**config.mk**
```make
export PLATFORM = sky130hd
export DESIGN_NAME = bitmap_frame_allocator
export DESIGN_NICKNAME = d
export VERILOG_FILES = /design/src/bfa_pkg.sv /design/src/bfa_ram.sv /design/src/bfa_div.sv /design/src/bfa_ctrl.sv /design/src/bitmap_frame_allocator.sv
export VERILOG_INCLUDE_DIRS = /design/src /design/src/src
export SDC_FILE = /design/constraint.sdc
export NUM_CORES = 1
export LEC_CHECK = 0
export BUFFER_PORTS_ARGS = -buffer_cell sky130_fd_sc_hd__buf_2
export CORE_UTILIZATION = 55
export DETAILED_ROUTE_END_ITERATION = 10
export GPL_TIMING_DRIVEN = 0
export PLACE_DENSITY = 0.74
export SETUP_SLACK_MARGIN = 0.2
export SLEW_MARGIN = 40
export SYNTH_ARGS = -nofsm -noshare
export SYNTH_HDL_FRONTEND = slang
export SYNTH_SLANG_ARGS = --single-unit
```
**constraint.sdc**
```tcl
create_clock -name i_clk -period 6.7 [get_ports i_clk]
set_clock_uncertainty 0.1 [all_clocks]
set_input_delay 0 -clock i_clk [delete_from_list [all_inputs] [get_ports i_clk]]
set_output_delay 0 -clock i_clk [all_outputs]
set_load 0.02 [all_outputs]
```
**src/bitmap_frame_allocator_assert.svh**
```systemverilog
// ----------------------------------------------------------------------------
// Bitmap frame allocator assertion macros
// Shared property forms for the allocator modules, clocked on i_clk and
// disabled while i_rst_n is low.
// ----------------------------------------------------------------------------
`ifndef BITMAP_FRAME_ALLOCATOR_ASSERT_SVH
`define BITMAP_FRAME_ALLOCATOR_ASSERT_SVH

// The consequent must hold in the same cycle as the antecedent.
`define BFA_ASSERT_IMPL(lbl, ante, cons, msg) \
    lbl: assert property (@(posedge i_clk) disable iff (!i_rst_n) (ante) |-> (cons)) \
        else $error(msg);

// The consequent must hold in the cycle after the antecedent.
`define BFA_ASSERT_NEXT(lbl, ante, cons, msg) \
    lbl: assert property (@(posedge i_clk) disable iff (!i_rst_n) (ante) |=> (cons)) \
        else $error(msg);

`endif

```
**src/bfa_pkg.sv**
```systemverilog
// ----------------------------------------------------------------------------
// Bitmap frame allocator package
// Types and constants shared by the allocator modules.
// ----------------------------------------------------------------------------
`default_nettype none

package bfa_pkg;

    localparam int ADDR_W    = 32;
    localparam int MAP_W     = 8;
    localparam int BIT_SEL_W = 3;

    typedef enum logic [3:0] {
        ST_CLEAR,
        ST_IDLE,
        ST_DIV,
        ST_FREE_RD,
        ST_FREE_WR,
        ST_SCAN,
        ST_MUL,
        ST_OUT
    } t_state;

    typedef enum logic {
        OP_ALLOC = 1'b0,
        OP_FREE  = 1'b1
    } t_op;

    typedef struct packed {
        logic              valid;
        logic              granted;
        logic [ADDR_W-1:0] address;
    } t_result;

endpackage

`default_nettype wire

```
**src/bfa_ram.sv**
```systemverilog
// ----------------------------------------------------------------------------
// Bitmap frame allocator RAM
// Generic simple dual-port RAM with one write port and a registered read port.
// ----------------------------------------------------------------------------
`default_nettype none

module bfa_ram #(
    parameter int WIDTH = 8,
    parameter int DEPTH = 128,
    parameter int AW    = (DEPTH > 1) ? $clog2(DEPTH) : 1
) (
    input  wire logic             i_clk,
    input  wire logic             i_we,
    input  wire logic [AW-1:0]    i_waddr,
    input  wire logic [WIDTH-1:0] i_wdata,
    input  wire logic             i_re,
    input  wire logic [AW-1:0]    i_raddr,
    output logic      [WIDTH-1:0] o_rdata
);

    logic [WIDTH-1:0] r_mem [DEPTH];

    always_ff @(posedge i_clk) begin
        if (i_we) begin
            r_mem[i_waddr] <= i_wdata;
        end
        if (i_re) begin
            o_rdata <= r_mem[i_raddr];
        end
    end

endmodule

`default_nettype wire

```
**src/bfa_div.sv**
```systemverilog
// ----------------------------------------------------------------------------
// Bitmap frame allocator divider
// Divides by the constant page size through a multiplication by its rounded-up
// reciprocal, split into two partial products; the dividend, the partial products
// and the quotient are registered in turn.
// ----------------------------------------------------------------------------
`default_nettype none

module bfa_div
    import bfa_pkg::*;
#(
    parameter int DIVISOR = 4096
) (
    input  wire logic              i_clk,
    input  wire logic              i_rst_n,
    input  wire logic              i_start,
    input  wire logic [ADDR_W-1:0] i_dividend,
    output logic                   o_done,
    output logic      [ADDR_W-1:0] o_quotient
);

    localparam int SH     = $clog2(DIVISOR);
    localparam int LO_W   = 17;
    localparam int HI_W   = 16;
    localparam int LP_W   = ADDR_W + LO_W;
    localparam int HP_W   = ADDR_W + HI_W;
    localparam int PROD_W = ADDR_W + LO_W + HI_W;
    localparam logic [63:0] RECIP_C =
        ((64'd1 << (ADDR_W + SH)) + 64'(DIVISOR) - 64'd1) / 64'(DIVISOR);
    localparam logic [LO_W-1:0] RECIP_LO = RECIP_C[LO_W-1:0];
    localparam logic [HI_W-1:0] RECIP_HI = RECIP_C[LO_W +: HI_W];

    logic              r_mul;
    logic              r_add;
    logic              r_done;
    logic [ADDR_W-1:0] r_a;
    logic [LP_W-1:0]   r_lo;
    logic [HP_W-1:0]   r_hi;
    logic [ADDR_W-1:0] r_quo;
    logic [PROD_W-1:0] w_sum;
    logic [PROD_W-1:0] w_shift;

    assign w_sum   = {r_hi, {LO_W{1'b0}}} + PROD_W'(r_lo);
    assign w_shift = w_sum >> (ADDR_W + SH);

    always_ff @(posedge i_clk) begin
        if (!i_rst_n) begin
            r_mul  <= 1'b0;
            r_add  <= 1'b0;
            r_done <= 1'b0;
        end else begin
            r_mul  <= i_start;
            r_add  <= r_mul;
            r_done <= r_add;
        end
    end

    always_ff @(posedge i_clk) begin
        if (i_start) begin
            r_a <= i_dividend;
        end
        if (r_mul) begin
            r_lo <= LP_W'(r_a) * LP_W'(RECIP_LO);
            r_hi <= HP_W'(r_a) * HP_W'(RECIP_HI);
        end
        if (r_add) begin
            r_quo <= w_shift[ADDR_W-1:0];
        end
    end

    assign o_done     = r_done;
    assign o_quotient = r_quo;

endmodule

`default_nettype wire

```
**src/bfa_ctrl.sv**
```systemverilog
// ----------------------------------------------------------------------------
// Bitmap frame allocator controller
// Sequencer for the map clearing pass, the first-fit scan and the frame free.
// ----------------------------------------------------------------------------
`default_nettype none

`include "bitmap_frame_allocator_assert.svh"

module bfa_ctrl
    import bfa_pkg::*;
#(
    parameter int MAP_BYTES  = 128,
    parameter int PAGE_BYTES = 4096,
    parameter int AW         = (MAP_BYTES > 1) ? $clog2(MAP_BYTES) : 1
) (
    input  wire logic              i_clk,
    input  wire logic              i_rst_n,
    input  wire logic              i_in_valid,
    output logic                   o_in_ready,
    input  wire logic              i_op,
    input  wire logic [ADDR_W-1:0] i_addr,
    output logic                   o_ram_we,
    output logic      [AW-1:0]     o_ram_waddr,
    output logic      [MAP_W-1:0]  o_ram_wdata,
    output logic                   o_ram_re,
    output logic      [AW-1:0]     o_ram_raddr,
    input  wire logic [MAP_W-1:0]  i_ram_rdata,
    output logic                   o_div_start,
    output logic      [ADDR_W-1:0] o_div_dividend,
    input  wire logic              i_div_done,
    input  wire logic [ADDR_W-1:0] i_div_quotient,
    output t_result                o_res,
    input  wire logic              i_res_ready
);

    localparam int FW = AW + BIT_SEL_W;
    localparam int PW = $clog2(PAGE_BYTES + 1);
    localparam logic [AW-1:0]     LAST_IDX = AW'(MAP_BYTES - 1);
    localparam logic [ADDR_W-1:0] FRAMES   = ADDR_W'(MAP_BYTES * MAP_W);

    function automatic logic [BIT_SEL_W-1:0] lowest_zero(input logic [MAP_W-1:0] v);
        logic [BIT_SEL_W-1:0] k;
        k = '0;
        for (int i = MAP_W - 1; i >= 0; i--) begin
            if (!v[i]) begin
                k = BIT_SEL_W'(i);
            end
        end
        return k;
    endfunction

    t_state               r_state, n_state;
    logic [AW-1:0]        r_ptr, n_ptr;
    logic [AW-1:0]        r_chk, n_chk;
    logic                 r_pend, n_pend;
    logic                 r_iss_done, n_iss_done;
    logic [BIT_SEL_W-1:0] r_bit, n_bit;
    logic [FW-1:0]        r_frame, n_frame;
    logic                 r_granted, n_granted;
    logic [ADDR_W-1:0]    r_addr, n_addr;

    logic [BIT_SEL_W-1:0] w_k;
    logic [FW+PW-1:0]     w_prod;

    assign w_k    = lowest_zero(i_ram_rdata);
    assign w_prod = (FW + PW)'(r_frame) * (FW + PW)'(PAGE_BYTES);

    always_ff @(posedge i_clk) begin
        if (!i_rst_n) begin
            r_state    <= ST_CLEAR;
            r_ptr      <= '0;
            r_pend     <= 1'b0;
            r_iss_done <= 1'b0;
        end else begin
            r_state    <= n_state;
            r_ptr      <= n_ptr;
            r_pend     <= n_pend;
            r_iss_done <= n_iss_done;
        end
    end

    always_ff @(posedge i_clk) begin
        r_chk     <= n_chk;
        r_bit     <= n_bit;
        r_frame   <= n_frame;
        r_granted <= n_granted;
        r_addr    <= n_addr;
    end

    always_comb begin
        n_state        = r_state;
        n_ptr          = r_ptr;
        n_chk          = r_chk;
        n_pend         = r_pend;
        n_iss_done     = r_iss_done;
        n_bit          = r_bit;
        n_frame        = r_frame;
        n_granted      = r_granted;
        n_addr         = r_addr;
        o_in_ready     = 1'b0;
        o_ram_we       = 1'b0;
        o_ram_waddr    = r_ptr;
        o_ram_wdata    = '0;
        o_ram_re       = 1'b0;
        o_ram_raddr    = r_ptr;
        o_div_start    = 1'b0;
        o_div_dividend = i_addr;
        o_res.valid    = 1'b0;
        o_res.granted  = r_granted;
        o_res.address  = r_addr;
        case (r_state)
            ST_CLEAR: begin
                o_ram_we = 1'b1;
                if (r_ptr == LAST_IDX) begin
                    n_ptr   = '0;
                    n_state = ST_IDLE;
                end else begin
                    n_ptr = AW'(r_ptr + 1'b1);
                end
            end
            ST_IDLE: begin
                o_in_ready = 1'b1;
                if (i_in_valid) begin
                    if (i_op == OP_FREE) begin
                        o_div_start = 1'b1;
                        n_state     = ST_DIV;
                    end else begin
                        n_ptr      = '0;
                        n_pend     = 1'b0;
                        n_iss_done = 1'b0;
                        n_state    = ST_SCAN;
                    end
                end
            end
            ST_DIV: begin
                if (i_div_done) begin
                    if (i_div_quotient < FRAMES) begin
                        n_ptr   = i_div_quotient[BIT_SEL_W +: AW];
                        n_bit   = i_div_quotient[BIT_SEL_W-1:0];
                        n_state = ST_FREE_RD;
                    end else begin
                        n_state = ST_IDLE;
                    end
                end
            end
            ST_FREE_RD: begin
                o_ram_re = 1'b1;
                n_state  = ST_FREE_WR;
            end
            ST_FREE_WR: begin
                o_ram_we    = 1'b1;
                o_ram_wdata = i_ram_rdata & ~(MAP_W'(1) << r_bit);
                n_state     = ST_IDLE;
            end
            ST_SCAN: begin
                if (r_pend && (i_ram_rdata != {MAP_W{1'b1}})) begin
                    o_ram_we    = 1'b1;
                    o_ram_waddr = r_chk;
                    o_ram_wdata = i_ram_rdata | (MAP_W'(1) << w_k);
                    n_frame     = {r_chk, w_k};
                    n_state     = ST_MUL;
                end else if (r_pend && (r_chk == LAST_IDX)) begin
                    n_granted = 1'b0;
                    n_addr    = '0;
                    n_state   = ST_OUT;
                end else if (!r_iss_done) begin
                    o_ram_re = 1'b1;
                    n_chk    = r_ptr;
                    n_pend   = 1'b1;
                    if (r_ptr == LAST_IDX) begin
                        n_iss_done = 1'b1;
                    end else begin
                        n_ptr = AW'(r_ptr + 1'b1);
                    end
                end else begin
                    n_pend = 1'b0;
                end
            end
            ST_MUL: begin
                n_granted = 1'b1;
                n_addr    = ADDR_W'(w_prod);
                n_state   = ST_OUT;
            end
            ST_OUT: begin
                o_res.valid = 1'b1;
                if (i_res_ready) begin
                    n_state = ST_IDLE;
                end
            end
            default: begin
                n_state = ST_IDLE;
            end
        endcase
    end

    `BFA_ASSERT_IMPL(a_scan_claims_free, (r_state == ST_SCAN) && o_ram_we, i_ram_rdata != {MAP_W{1'b1}}, "scan wrote back a full byte")
    `BFA_ASSERT_IMPL(a_miss_zero_addr, o_res.valid && !o_res.granted, o_res.address == '0, "refused allocation carries a nonzero address")
    `BFA_ASSERT_IMPL(a_div_done_in_div, i_div_done, r_state == ST_DIV, "divider finished outside the free sequence")

endmodule

`default_nettype wire

```
**src/bitmap_frame_allocator.sv**
```systemverilog
// Allocate: the scan reads one map byte a cycle and grants the lowest free frame of the first
// map byte that is not full, at frame * PAGE_BYTES; a full map gives a refusal with address 0.
// Free: no result; the address is divided by PAGE_BYTES through a reciprocal multiply, and
// the frame's bit is cleared unless the frame lies past the map.
// One item at a time; a finished result waits in the output register while the next is taken.
// Reset (synchronous, active low) starts a clearing pass that zeroes every map byte, with no input taken.
// ----------------------------------------------------------------------------
// Bitmap frame allocator
// First-fit physical page-frame allocator over a used-frame bitmap in RAM.
// ----------------------------------------------------------------------------
`default_nettype none

`include "bitmap_frame_allocator_assert.svh"

module bitmap_frame_allocator
    import bfa_pkg::*;
#(
    parameter int MAP_BYTES  = 128,
    parameter int PAGE_BYTES = 4096
) (
    input  wire logic              i_clk,
    input  wire logic              i_rst_n,
    input  wire logic              s_axis_tvalid,
    output logic                   s_axis_tready,
    input  wire logic [ADDR_W-1:0] s_axis_tdata,   // [31:0] free_address
    input  wire logic              s_axis_tuser,   // [0] operation
    output logic                   m_axis_tvalid,
    input  wire logic              m_axis_tready,
    output logic      [ADDR_W-1:0] m_axis_tdata,   // [31:0] frame_address
    output logic                   m_axis_tuser    // [0] granted
);

    localparam int AW = (MAP_BYTES > 1) ? $clog2(MAP_BYTES) : 1;

    logic              w_ram_we;
    logic [AW-1:0]     w_ram_waddr;
    logic [MAP_W-1:0]  w_ram_wdata;
    logic              w_ram_re;
    logic [AW-1:0]     w_ram_raddr;
    logic [MAP_W-1:0]  w_ram_rdata;
    logic              w_div_start;
    logic [ADDR_W-1:0] w_div_dividend;
    logic              w_div_done;
    logic [ADDR_W-1:0] w_div_quotient;
    t_result           w_res;
    logic              w_res_ready;

    logic              r_m_valid;
    logic              r_m_granted;
    logic [ADDR_W-1:0] r_m_addr;

    bfa_ram #(
        .WIDTH (MAP_W),
        .DEPTH (MAP_BYTES),
        .AW    (AW)
    ) u_map (
        .i_clk   (i_clk),
        .i_we    (w_ram_we),
        .i_waddr (w_ram_waddr),
        .i_wdata (w_ram_wdata),
        .i_re    (w_ram_re),
        .i_raddr (w_ram_raddr),
        .o_rdata (w_ram_rdata)
    );

    bfa_div #(
        .DIVISOR (PAGE_BYTES)
    ) u_div (
        .i_clk      (i_clk),
        .i_rst_n    (i_rst_n),
        .i_start    (w_div_start),
        .i_dividend (w_div_dividend),
        .o_done     (w_div_done),
        .o_quotient (w_div_quotient)
    );

    bfa_ctrl #(
        .MAP_BYTES  (MAP_BYTES),
        .PAGE_BYTES (PAGE_BYTES),
        .AW         (AW)
    ) u_ctrl (
        .i_clk          (i_clk),
        .i_rst_n        (i_rst_n),
        .i_in_valid     (s_axis_tvalid),
        .o_in_ready     (s_axis_tready),
        .i_op           (s_axis_tuser),
        .i_addr         (s_axis_tdata),
        .o_ram_we       (w_ram_we),
        .o_ram_waddr    (w_ram_waddr),
        .o_ram_wdata    (w_ram_wdata),
        .o_ram_re       (w_ram_re),
        .o_ram_raddr    (w_ram_raddr),
        .i_ram_rdata    (w_ram_rdata),
        .o_div_start    (w_div_start),
        .o_div_dividend (w_div_dividend),
        .i_div_done     (w_div_done),
        .i_div_quotient (w_div_quotient),
        .o_res          (w_res),
        .i_res_ready    (w_res_ready)
    );

    assign w_res_ready = !r_m_valid || m_axis_tready;

    always_ff @(posedge i_clk) begin
        if (!i_rst_n) begin
            r_m_valid <= 1'b0;
        end else if (w_res_ready) begin
            r_m_valid <= w_res.valid;
        end
    end

    always_ff @(posedge i_clk) begin
        if (w_res.valid && w_res_ready) begin
            r_m_granted <= w_res.granted;
            r_m_addr    <= w_res.address;
        end
    end

    assign m_axis_tvalid = r_m_valid;
    assign m_axis_tuser  = r_m_granted;
    assign m_axis_tdata  = r_m_addr;

    `BFA_ASSERT_NEXT(a_res_waits, w_res.valid && !w_res_ready, w_res.valid, "stalled result lost")

endmodule

`default_nettype wire
```
After elaboration in Yosys (flattened, before gate mapping). Memory sizes are Yosys's and may differ from the RTL's. A register that Yosys moved wholly into a read port is not among the register bits. Index checks and enable logic that the tools add are counted.

Bits in registers: 187. Latch bits: 0. RAM bits: 1024. Memory bits (read-only): 0. Output and inout port bits: 35. Logic and storage cells: 128. Memories: 1.

Add/subtract/negate cells: 1. $mul: 0. Divide/modulo/power cells: 0. $lt $le $gt $ge: 1. Equal/unequal tests: 22. Shifts and indexed selects: 2. Muxes and demuxes: 60. Bitwise gates (word level): 6. Reductions and logical operators: 17.

Memory list: u_map.r_mem (depth 128, bits a word 8, read ports 1, clocked after memory_dff 1, write ports 1, line bfa_ram.sv:21) `logic [WIDTH-1:0] r_mem [DEPTH];`.

Operators by type and width (number): two-way mux 7 bit (11); two-way mux 32 bit (2); case mux 32 bit (2 select lines) (1); case mux 4 bit (7 select lines) (1); case mux 7 bit (4 select lines) (1); two-way mux 3 bit (9); two-way mux 4 bit (6); two-way mux 1 bit (21); < comparator 20 x 11 -> 1 bit, second input constant (1); == test 4 x 3 -> 1 bit, second input constant (4); inequality test 2 bit, second input constant (8); case mux 8 bit (2 select lines) (1); left shift 1 x 3 -> 8 bit, first input constant (2); == test 7 bit, second input constant (2); case mux 1 bit (2 select lines) (5); AND reduction 5 bit (2); AND reduction 9 bit (1); bitwise AND 8 bit (1); == test 4 x 2 -> 1 bit, second input constant (2); two-way mux 8 bit (1); inequality test 8 bit, second input constant (1); NOT 8 bit (1); OR 8 bit (1); adder 7 x 1 -> 7 bit, second input constant (1); other kinds (15) (23).

Longest topological paths before layout. Gate-level depths: netlist of run 1.

Word-level depth: 12. Depth in mapped cells: 10. Depth with buffers taken out: 7.

By module. Synthesis of run 1 repeated with hierarchy kept, for this count alone.

Cells, all modules: 2071. Area total of the unflattened synthesis: 45755.1 um^2.

By module, submodules not included: bfa_ram (times used 1, cells an instance 1635, area each 39745.6 um^2, seq. area each 30989.7 um^2); bfa_ctrl (times used 1, cells an instance 319, area each 2986.6 um^2, seq. area each 1171.1 um^2); bfa_div (times used 1, cells an instance 79, area each 1974.4 um^2, seq. area each 1861.8 um^2); bitmap_frame_allocator (times used 1, cells an instance 38, area each 1048.5 um^2, seq. area each 1011.0 um^2).

Worst setup path before layout of run 1. OpenSTA, ideal clock, no wires.

Path type: reg-to-reg. From: register u_ctrl.r_state[1]. To: memory u_map.r_mem[0][2] (data pin). Library setup time: 1.197 ns. Arrival: 6.050 ns. Path slack: -0.648 ns. Cell stages (with the launch flop): 6. Buffers on the path: 2. Cells stage by stage: dfxtp_1 -> clkbuf_1 -> and3b_1 -> o211ai_2 -> clkbuf_1 -> o21ai_0.

Word-level cells in the longest chain between the ends: 2.

Ends and longest elaborated chain: from (decl) (line bfa_ctrl.sv:52) `t_state r_state, n_state;`; from (signal assigned) (line bfa_ctrl.sv:75) `r_state <= n_state;`; == test 4 x 3 -> 1 bit (line bfa_ctrl.sv:111) `case (r_state)`; case mux 8 bit (2 select lines) * (line bfa_ctrl.sv:111); net u_ctrl.o_ram_wdata[2] (line bfa_ctrl.sv:24) `output logic [MAP_W-1:0] o_ram_wdata,`; to (decl) (line bfa_ram.sv:21).

The timed path passes the listed nets; every way through them passes the cells marked *.

Worst setup path after layout of run 1.
From: register u_ctrl.r_ptr[2] (netlist: u_ctrl.o_ram_raddr[2]). To: memory u_map.r_mem[116][3] (enable).

Word-level cells in the longest chain between the ends: 2.

Ends and longest elaborated chain: from (decl) (line bfa_ctrl.sv:53) `logic [AW-1:0] r_ptr, n_ptr;`; from (signal assigned) (line bfa_ctrl.sv:76) `r_ptr <= n_ptr;`; two-way mux 7 bit (line bfa_ctrl.sv:156) `if (r_pend && (i_ram_rdata != {MAP_W{1'b1}})) begin`; two-way mux 7 bit * (line bfa_ctrl.sv:111).

Every way passes the cells marked *; elsewhere a longest branch is shown, timed or not.

==> results of run 1 <==
## path summary, 6_finish.rpt
path / to
min reg2reg: u_div.o_quotient[4]
max: u_map.r_mem[116][3]
max reg2reg: u_map.r_mem[116][3]
min: u_div.o_done
## state kept, by name (all words and copies together) (netlist names), 3 cells and up
signal              cells
u_ctrl.r_bit            3
u_ctrl.r_chk            7
u_ctrl.r_addr          10
u_div.r_a              20
u_ctrl.r_frame         10
u_ctrl.r_state          3
u_div.o_quotient       20
u_ctrl.o_ram_raddr      7
u_map.o_rdata           8
m_axis_tdata           10
u_div.r_hi             20
u_map.r_mem          1024
## where the power goes
group	switching, mW	total (mW)	internal (mW)
registers	0.0671	8.09	8.02
clock network	2.65	6.29	3.63
logic	2.75	4.20	1.45
## per-layer routing
layer / up-vias / part of all wire / global-route usage
li1: 10390 / - / -
met1: 12480 / 0.38 / 0.3713
met2: 1554 / 0.46 / 0.4039
met3: 268 / 0.11 / 0.06339
met4: 4 / 0.048 / 0.1176
met5: - / 0.00024 / 0
## through the flow
step | cell area [µm²] | worst slack (ns) | hold WS (ns)
after floorplan | 45390 | -0.6475 | -0.001131
after CTS | 52020 | 1.722 | 0.08007
after global placement | 46910 | -7.875 | 0.07628
final | 52070 | 1.862 | 0.1035
after detailed placement | 47860 | 1.793 | 0.07812
after global routing | 52070 | 1.844 | 0.1200
## cells in the mapped netlist, drive strengths merged (5+ instances only)
library cell,number,share of area
dfxtp,16,0.0071
o21ai,18,0.0020
buf,101,0.014
nor2,171,0.014
nor2b,5,0.00069
a31oi,72,0.0099
mux2i,264,0.058
nand4,7,0.00097
nand2,103,0.0085
a211oi,5,0.00083
a22oi,128,0.021
nand2b,70,0.0097
mux4,144,0.072
a21oi,82,0.0091
o31ai,5,0.00083
nand3,10,0.0011
edfxtp,1134,0.75
and2,17,0.0023
inv,9,0.00075
mux2,10,0.0025
clkbuf,59,0.0049
## cell type report
type,instances,area [µm²]
flip-flops and latches,1150,34380
clock buffers,131,2903
repair buffers,135,1528
plain buffers,160,869.6
multi-input cells,1175,10260
well taps,1060,1326
fillers,5298,28990
inverters,11,41.29
clock inverters,72,773.2
## critical path: cells and delay by family (launching register included)
kind	cells	cell delay, ns
buf+inv	4	2.02
simple gates	3	1.55
flops	1	0.58
mux	1	0.16
## kinds of logic (layout without fill, tap and decap cells)
kind of cell | Yosys count | after routing | share of synthesized area
compound gates | 329 | 329 | 0.04760
xor+xnor | 4 | 4 | 0.0007733
fa+ha+maj | 1 | 1 | 0.0002761
buf+inv | 171 | 509 | 0.02002
flops | 1150 | 1150 | 0.7585
mux | 418 | 418 | 0.1325
other cells | 1 | 22 | 0.00008275
simple gates | 401 | 401 | 0.04026
## what timing repair did
item,4_1_cts,5_1_grt
hold endpoints to repair,56,0
gates resized for setup,0,0
hold buffers,48,0
==> flow_summary.json, run 1 <==
{
  "cts_root_buf": "clkbuf_16",
  "yosys_warnings": 0,
  "post_cts_buffers": 0,
  "dieArea_um2": 83540,
  "gp_congestion": 1.034,
  "netlist_area_um2": 45310,
  "io_pins": 72,
  "die_w_um": 289.0,
  "rsz0062_at_grt": "false",
  "clock-sinks": 1150,
  "fin_util": 0.6424,
  "peakVddDrop_mv": 0.2760,
  "tightest_slew_ns": 0.9103,
  "r2r_start": "u_ctrl.o_ram_raddr[2]",
  "totalWireLength_mm": 110.7,
  "clk_path_buf_depth": 3,
  "instances_no_fill": 3894,
  "syn_inst": 2475,
  "wire_per_inst_um": 28.42,
  "cp_data_required_time_ns": 6.91,
  "finalPower_mw": 18.57,
  "cellPowerDensity_nw_per_um2": 356.5,
  "ys_seq_area_frac": 0.7585,
  "fin_crit_sh": 0.7221,
  "max_freq_ghz": 0.2067,
  "maxSlewViolCount": 0,
  "path_max_fanout": 10,
  "core_area_um2": 81070,
  "crit_type": "reg -> reg",
  "netlist-cell-type-count": 59,
  "ant_nets": 0,
  "min_path_cells": 3,
  "cpMaxStageDelayCell": "nor2_1",
  "overflow": 0,
  "placedCellCount": 3643,
  "setup_tns_ns": 0,
  "synthArstFlopShare": 0,
  "crit_start": "u_ctrl.o_ram_raddr[2]",
  "synth.avg_cell_area_um2": 18.31,
  "min_path_type": "in -> reg",
  "worstRegToRegCells": 8,
  "fp.dieH_um": 289.0,
  "grt_pass1_vias": 24050,
  "antenna_found_initial": 3,
  "via_per_inst": 6.341,
  "drive_gt1_frac": 0.1895,
  "cellLeakagePower_nw": 17.12,
  "critPathArrivalTime_ns": 5.05,
  "cts_buffers": 109,
  "mostFrequentLayoutCells": "edfxtp_1 (1,134), mux2i_1 (263), nor2_1 (152), mux4_2 (144), a22oi_1 (128)",
  "cpPeakStageDelay_ns": 0.78,
  "start_util": 0.5590,
  "relSlewSlack": 0.3909,
  "final_common_cell": "edfxtp_1",
  "nets": 2780,
  "worstHoldStart": "i_rst_n",
  "synth_flop_cell": "edfxtp_1",
  "clock_latency_ns": 0.70,
  "endpoint_kind": "flop",
  "drc_errors": 0,
  "synth_edf_count": 1134,
  "rows": 104,
  "ys_ff_latch": 1150,
  "setup-violations-final": 0,
  "grt_pass1_wl_mm": 158.7,
  "dp_hpwl_mm": 75.07,
  "run_status": "finished, final reports clean",
  "grt_max_degree": 57,
  "drtPass1Iterations": 8,
  "path_clk_slew_ns": 0.06,
  "vias": 24690,
  "hold_viol": 0,
  "cts_tree": "built",
  "start_kind": "flop",
  "maxCapViolations": 0,
  "drt_iter0_drc": 3635,
  "diodes": 0,
  "grt_use_total": 0.2662,
  "path_cells": "buf_2 > buf_1 > buf_2 > mux2i_1 > nor2_1 > nand3_2 > clkbuf_2 > nor2_1",
  "h-tree-depth": 3,
  "reg2reg_slack_ns": 1.86,
  "port_buffers": 37,
  "area_growth_pct": 14.92,
  "min_period_ns": 4.838
}
Power figures use the tool's default switching activity.
==> inputs of run 2 (changes only) <==
- PLACE_DENSITY: 0.74 -> 0.71
- clock period: 6.7 -> 4.5 ns (I/O delays scaled with it)
==> flow_summary.json, run 2 (synthesis gave the netlist of run 1 again) <==
{
  "overflow": 0,
  "clock-sinks": 1150,
  "largest_register_ffs": 1024,
  "reg2reg_slack_ns": 0.1,
  "min_period_ns": 4.404,
  "antenna_found_initial": 1,
  "path_cells": "buf_2 > buf_2 > buf_2 > mux2i_1 > nor2_1 > nand2_1 > buf_2 > nor2_1",
  "drive_gt1_frac": 0.2023,
  "max_freq_ghz": 0.2270,
  "crit_family": "buffers and inverters",
  "clock_latency_ns": 0.67,
  "cp.depth": 8,
  "drt_iter0_drc": 3031,
  "port_buffers": 37,
  "placedCellCount": 3642,
  "crit_start": "u_ctrl.o_ram_raddr[2]",
  "h-tree-depth": 3,
  "worstRegToRegCells": 8,
  "endpoint_kind": "flop",
  "dieArea_um2": 83540,
  "path_clk_slew_ns": 0.06,
  "io_pins": 72,
  "cp_data_required_time_ns": 4.68,
  "min_path_type": "in -> reg",
  "cts_tree": "built",
  "grt_max_degree": 57,
  "rsz0062_at_grt": "true",
  "fill_cells": 5394,
  "r2r_end": "u_map.r_mem[38][1]",
  "path_max_fanout": 10,
  "place_area_um2": 47860,
  "vias": 24320,
  "r2r_start": "u_ctrl.o_ram_raddr[2]",
  "start_kind": "flop",
  "area_growth_pct": 14.83,
  "via_per_inst": 6.256,
  "fin_crit_sh": 0.9788,
  "start_util": 0.5590,
  "drtPass1Iterations": 7,
  "mostFrequentLayoutCells": "edfxtp_1 (1,134), mux2i_1 (263), mux4_2 (144), a22oi_1 (128), clkbuf_16 (110)",
  "setup-violations-final": 0,
  "setup_tns_ns": 0,
  "preCtsSetupSlack_ns": -0.5563,
  "clk_path_buf_depth": 3,
  "cts_root_buf": "clkbuf_16",
  "instances_no_fill": 3888,
  "final_common_cell": "edfxtp_1",
  "cellPowerDensity_nw_per_um2": 524.7,
  "wire_per_inst_um": 28.46,
  "cpPeakStageDelay_ns": 0.62,
  "cellLeakagePower_nw": 17.04,
  "relSlewSlack": 0.3759,
  "max_flop_register": "u_map.r_mem",
  "critical_path.endpoint": "u_map.r_mem[38][1]",
  "fin_area_um2": 52040,
  "rows": 104,
  "totalWireLength_mm": 110.6,
  "run_status": "finished, final reports clean",
  "peakVddDrop_mv": 0.3320,
  "crit_type": "reg -> reg",
  "fin_ws_ns": 0.09560,
  "dp_hpwl_mm": 75.72,
  "maxCapViolations": 0,
  "hold_viol": 0,
  "maxSlewViolCount": 0,
  "core_area_um2": 81070,
  "grt_pass1_vias": 24130,
  "ant_nets": 0,
  "cpMostUsedCell": "buf_2",
  "drc_errors": 0,
  "grt_pass1_wl_mm": 160.2,
  "grt_use_total": 0.2683,
  "holdWs_ns": 0.1200,
  "tightest_slew_ns": 0.9327,
  "nets": 2778,
  "critPathArrivalTime_ns": 4.59,
  "fp.dieH_um": 289.0,
  "cp_num_buf_inv": 4,
  "cpMaxStageDelayCell": "nor2_1",
  "gp_congestion": 0.9643,
  "die_w_um": 289.0,
  "worstHoldStart": "i_rst_n",
  "cts_buffers": 108
}
==> run 2: report_power, final <==
| group | leakage (nW) | switching [mW] | internal, mW | total (mW) |
|---|---|---|---|---|
| registers | 10.9 | 0.0953 | 11.9 | 12.0 |
| clock network | 1.71 | 3.81 | 5.21 | 9.01 |
| logic | 4.44 | 4.09 | 2.17 | 6.26 |
==> run 2: per-stage QoR <==
| step | utilization | power (mW) |
|---|---|---|
| finish | 0.6419 | 27.30 |
| floorplan | - | 16.03 |
| CTS | 0.6403 | 27.20 |
| global placement | 0.5789 | 18.12 |
| detailed placement | 0.5903 | 18.24 |
| global route | 0.6419 | 27.99 |
==> run 2: layout make-up <==
cell class | instances | area, µm² | area share
Sequential cell | 1150 | 34380 | 0.6606
Multi-Input combinational cell | 1175 | 10410 | 0.2000
Clock buffer | 140 | 2895 | 0.05564
Timing Repair Buffer | 134 | 1515 | 0.02912
Tap cell | 1060 | 1326 | 0.02549
Buffer | 160 | 877.1 | 0.01686
Clock inverter | 57 | 594.3 | 0.01142
Inverter | 11 | 41.29 | 0.0007935
Antenna cell | 1 | 2.502 | 0.00004809
==> run 2: timing repair <==
action                                 4_1_cts  5_1_grt
setup endpoints to repair                  313      331
gates resized for setup                     29       28
endpoints found under the hold margin       47        0
hold buffers                                48        0
buffers inserted                             0        0
==> run 2: worst min path at each step <==
stage / end / slack (ns) / cells past startpoint
global route: u_div.r_add / 0.13 / 3
CTS: u_div.r_add / 0.08 / 3
finish: u_div.r_add / 0.12 / 3
floorplan: u_div.r_a[12] / -0.001 / 0
global placement: u_div.r_a[28] / 0.08 / 1
detailed placement: u_div.r_a[13] / 0.08 / 1
==> run 2: routing by layer <==
metal  share of wire  up-vias  global-route usage  wire length, µm
met1            0.40    12420              0.3763            44160
li1                -    10400                   -                -
met4           0.039        0              0.1043             4326
met5               0        -                   0                0
met3           0.097      200             0.06409            10740
met2            0.46     1304              0.4110            51420
==> run 2: tightest hold or removal path: cells and delay by family <==
kind                   cells  cell delay [ns]
AND/OR/NAND/NOR            1             0.14
buffers and inverters      2             0.71
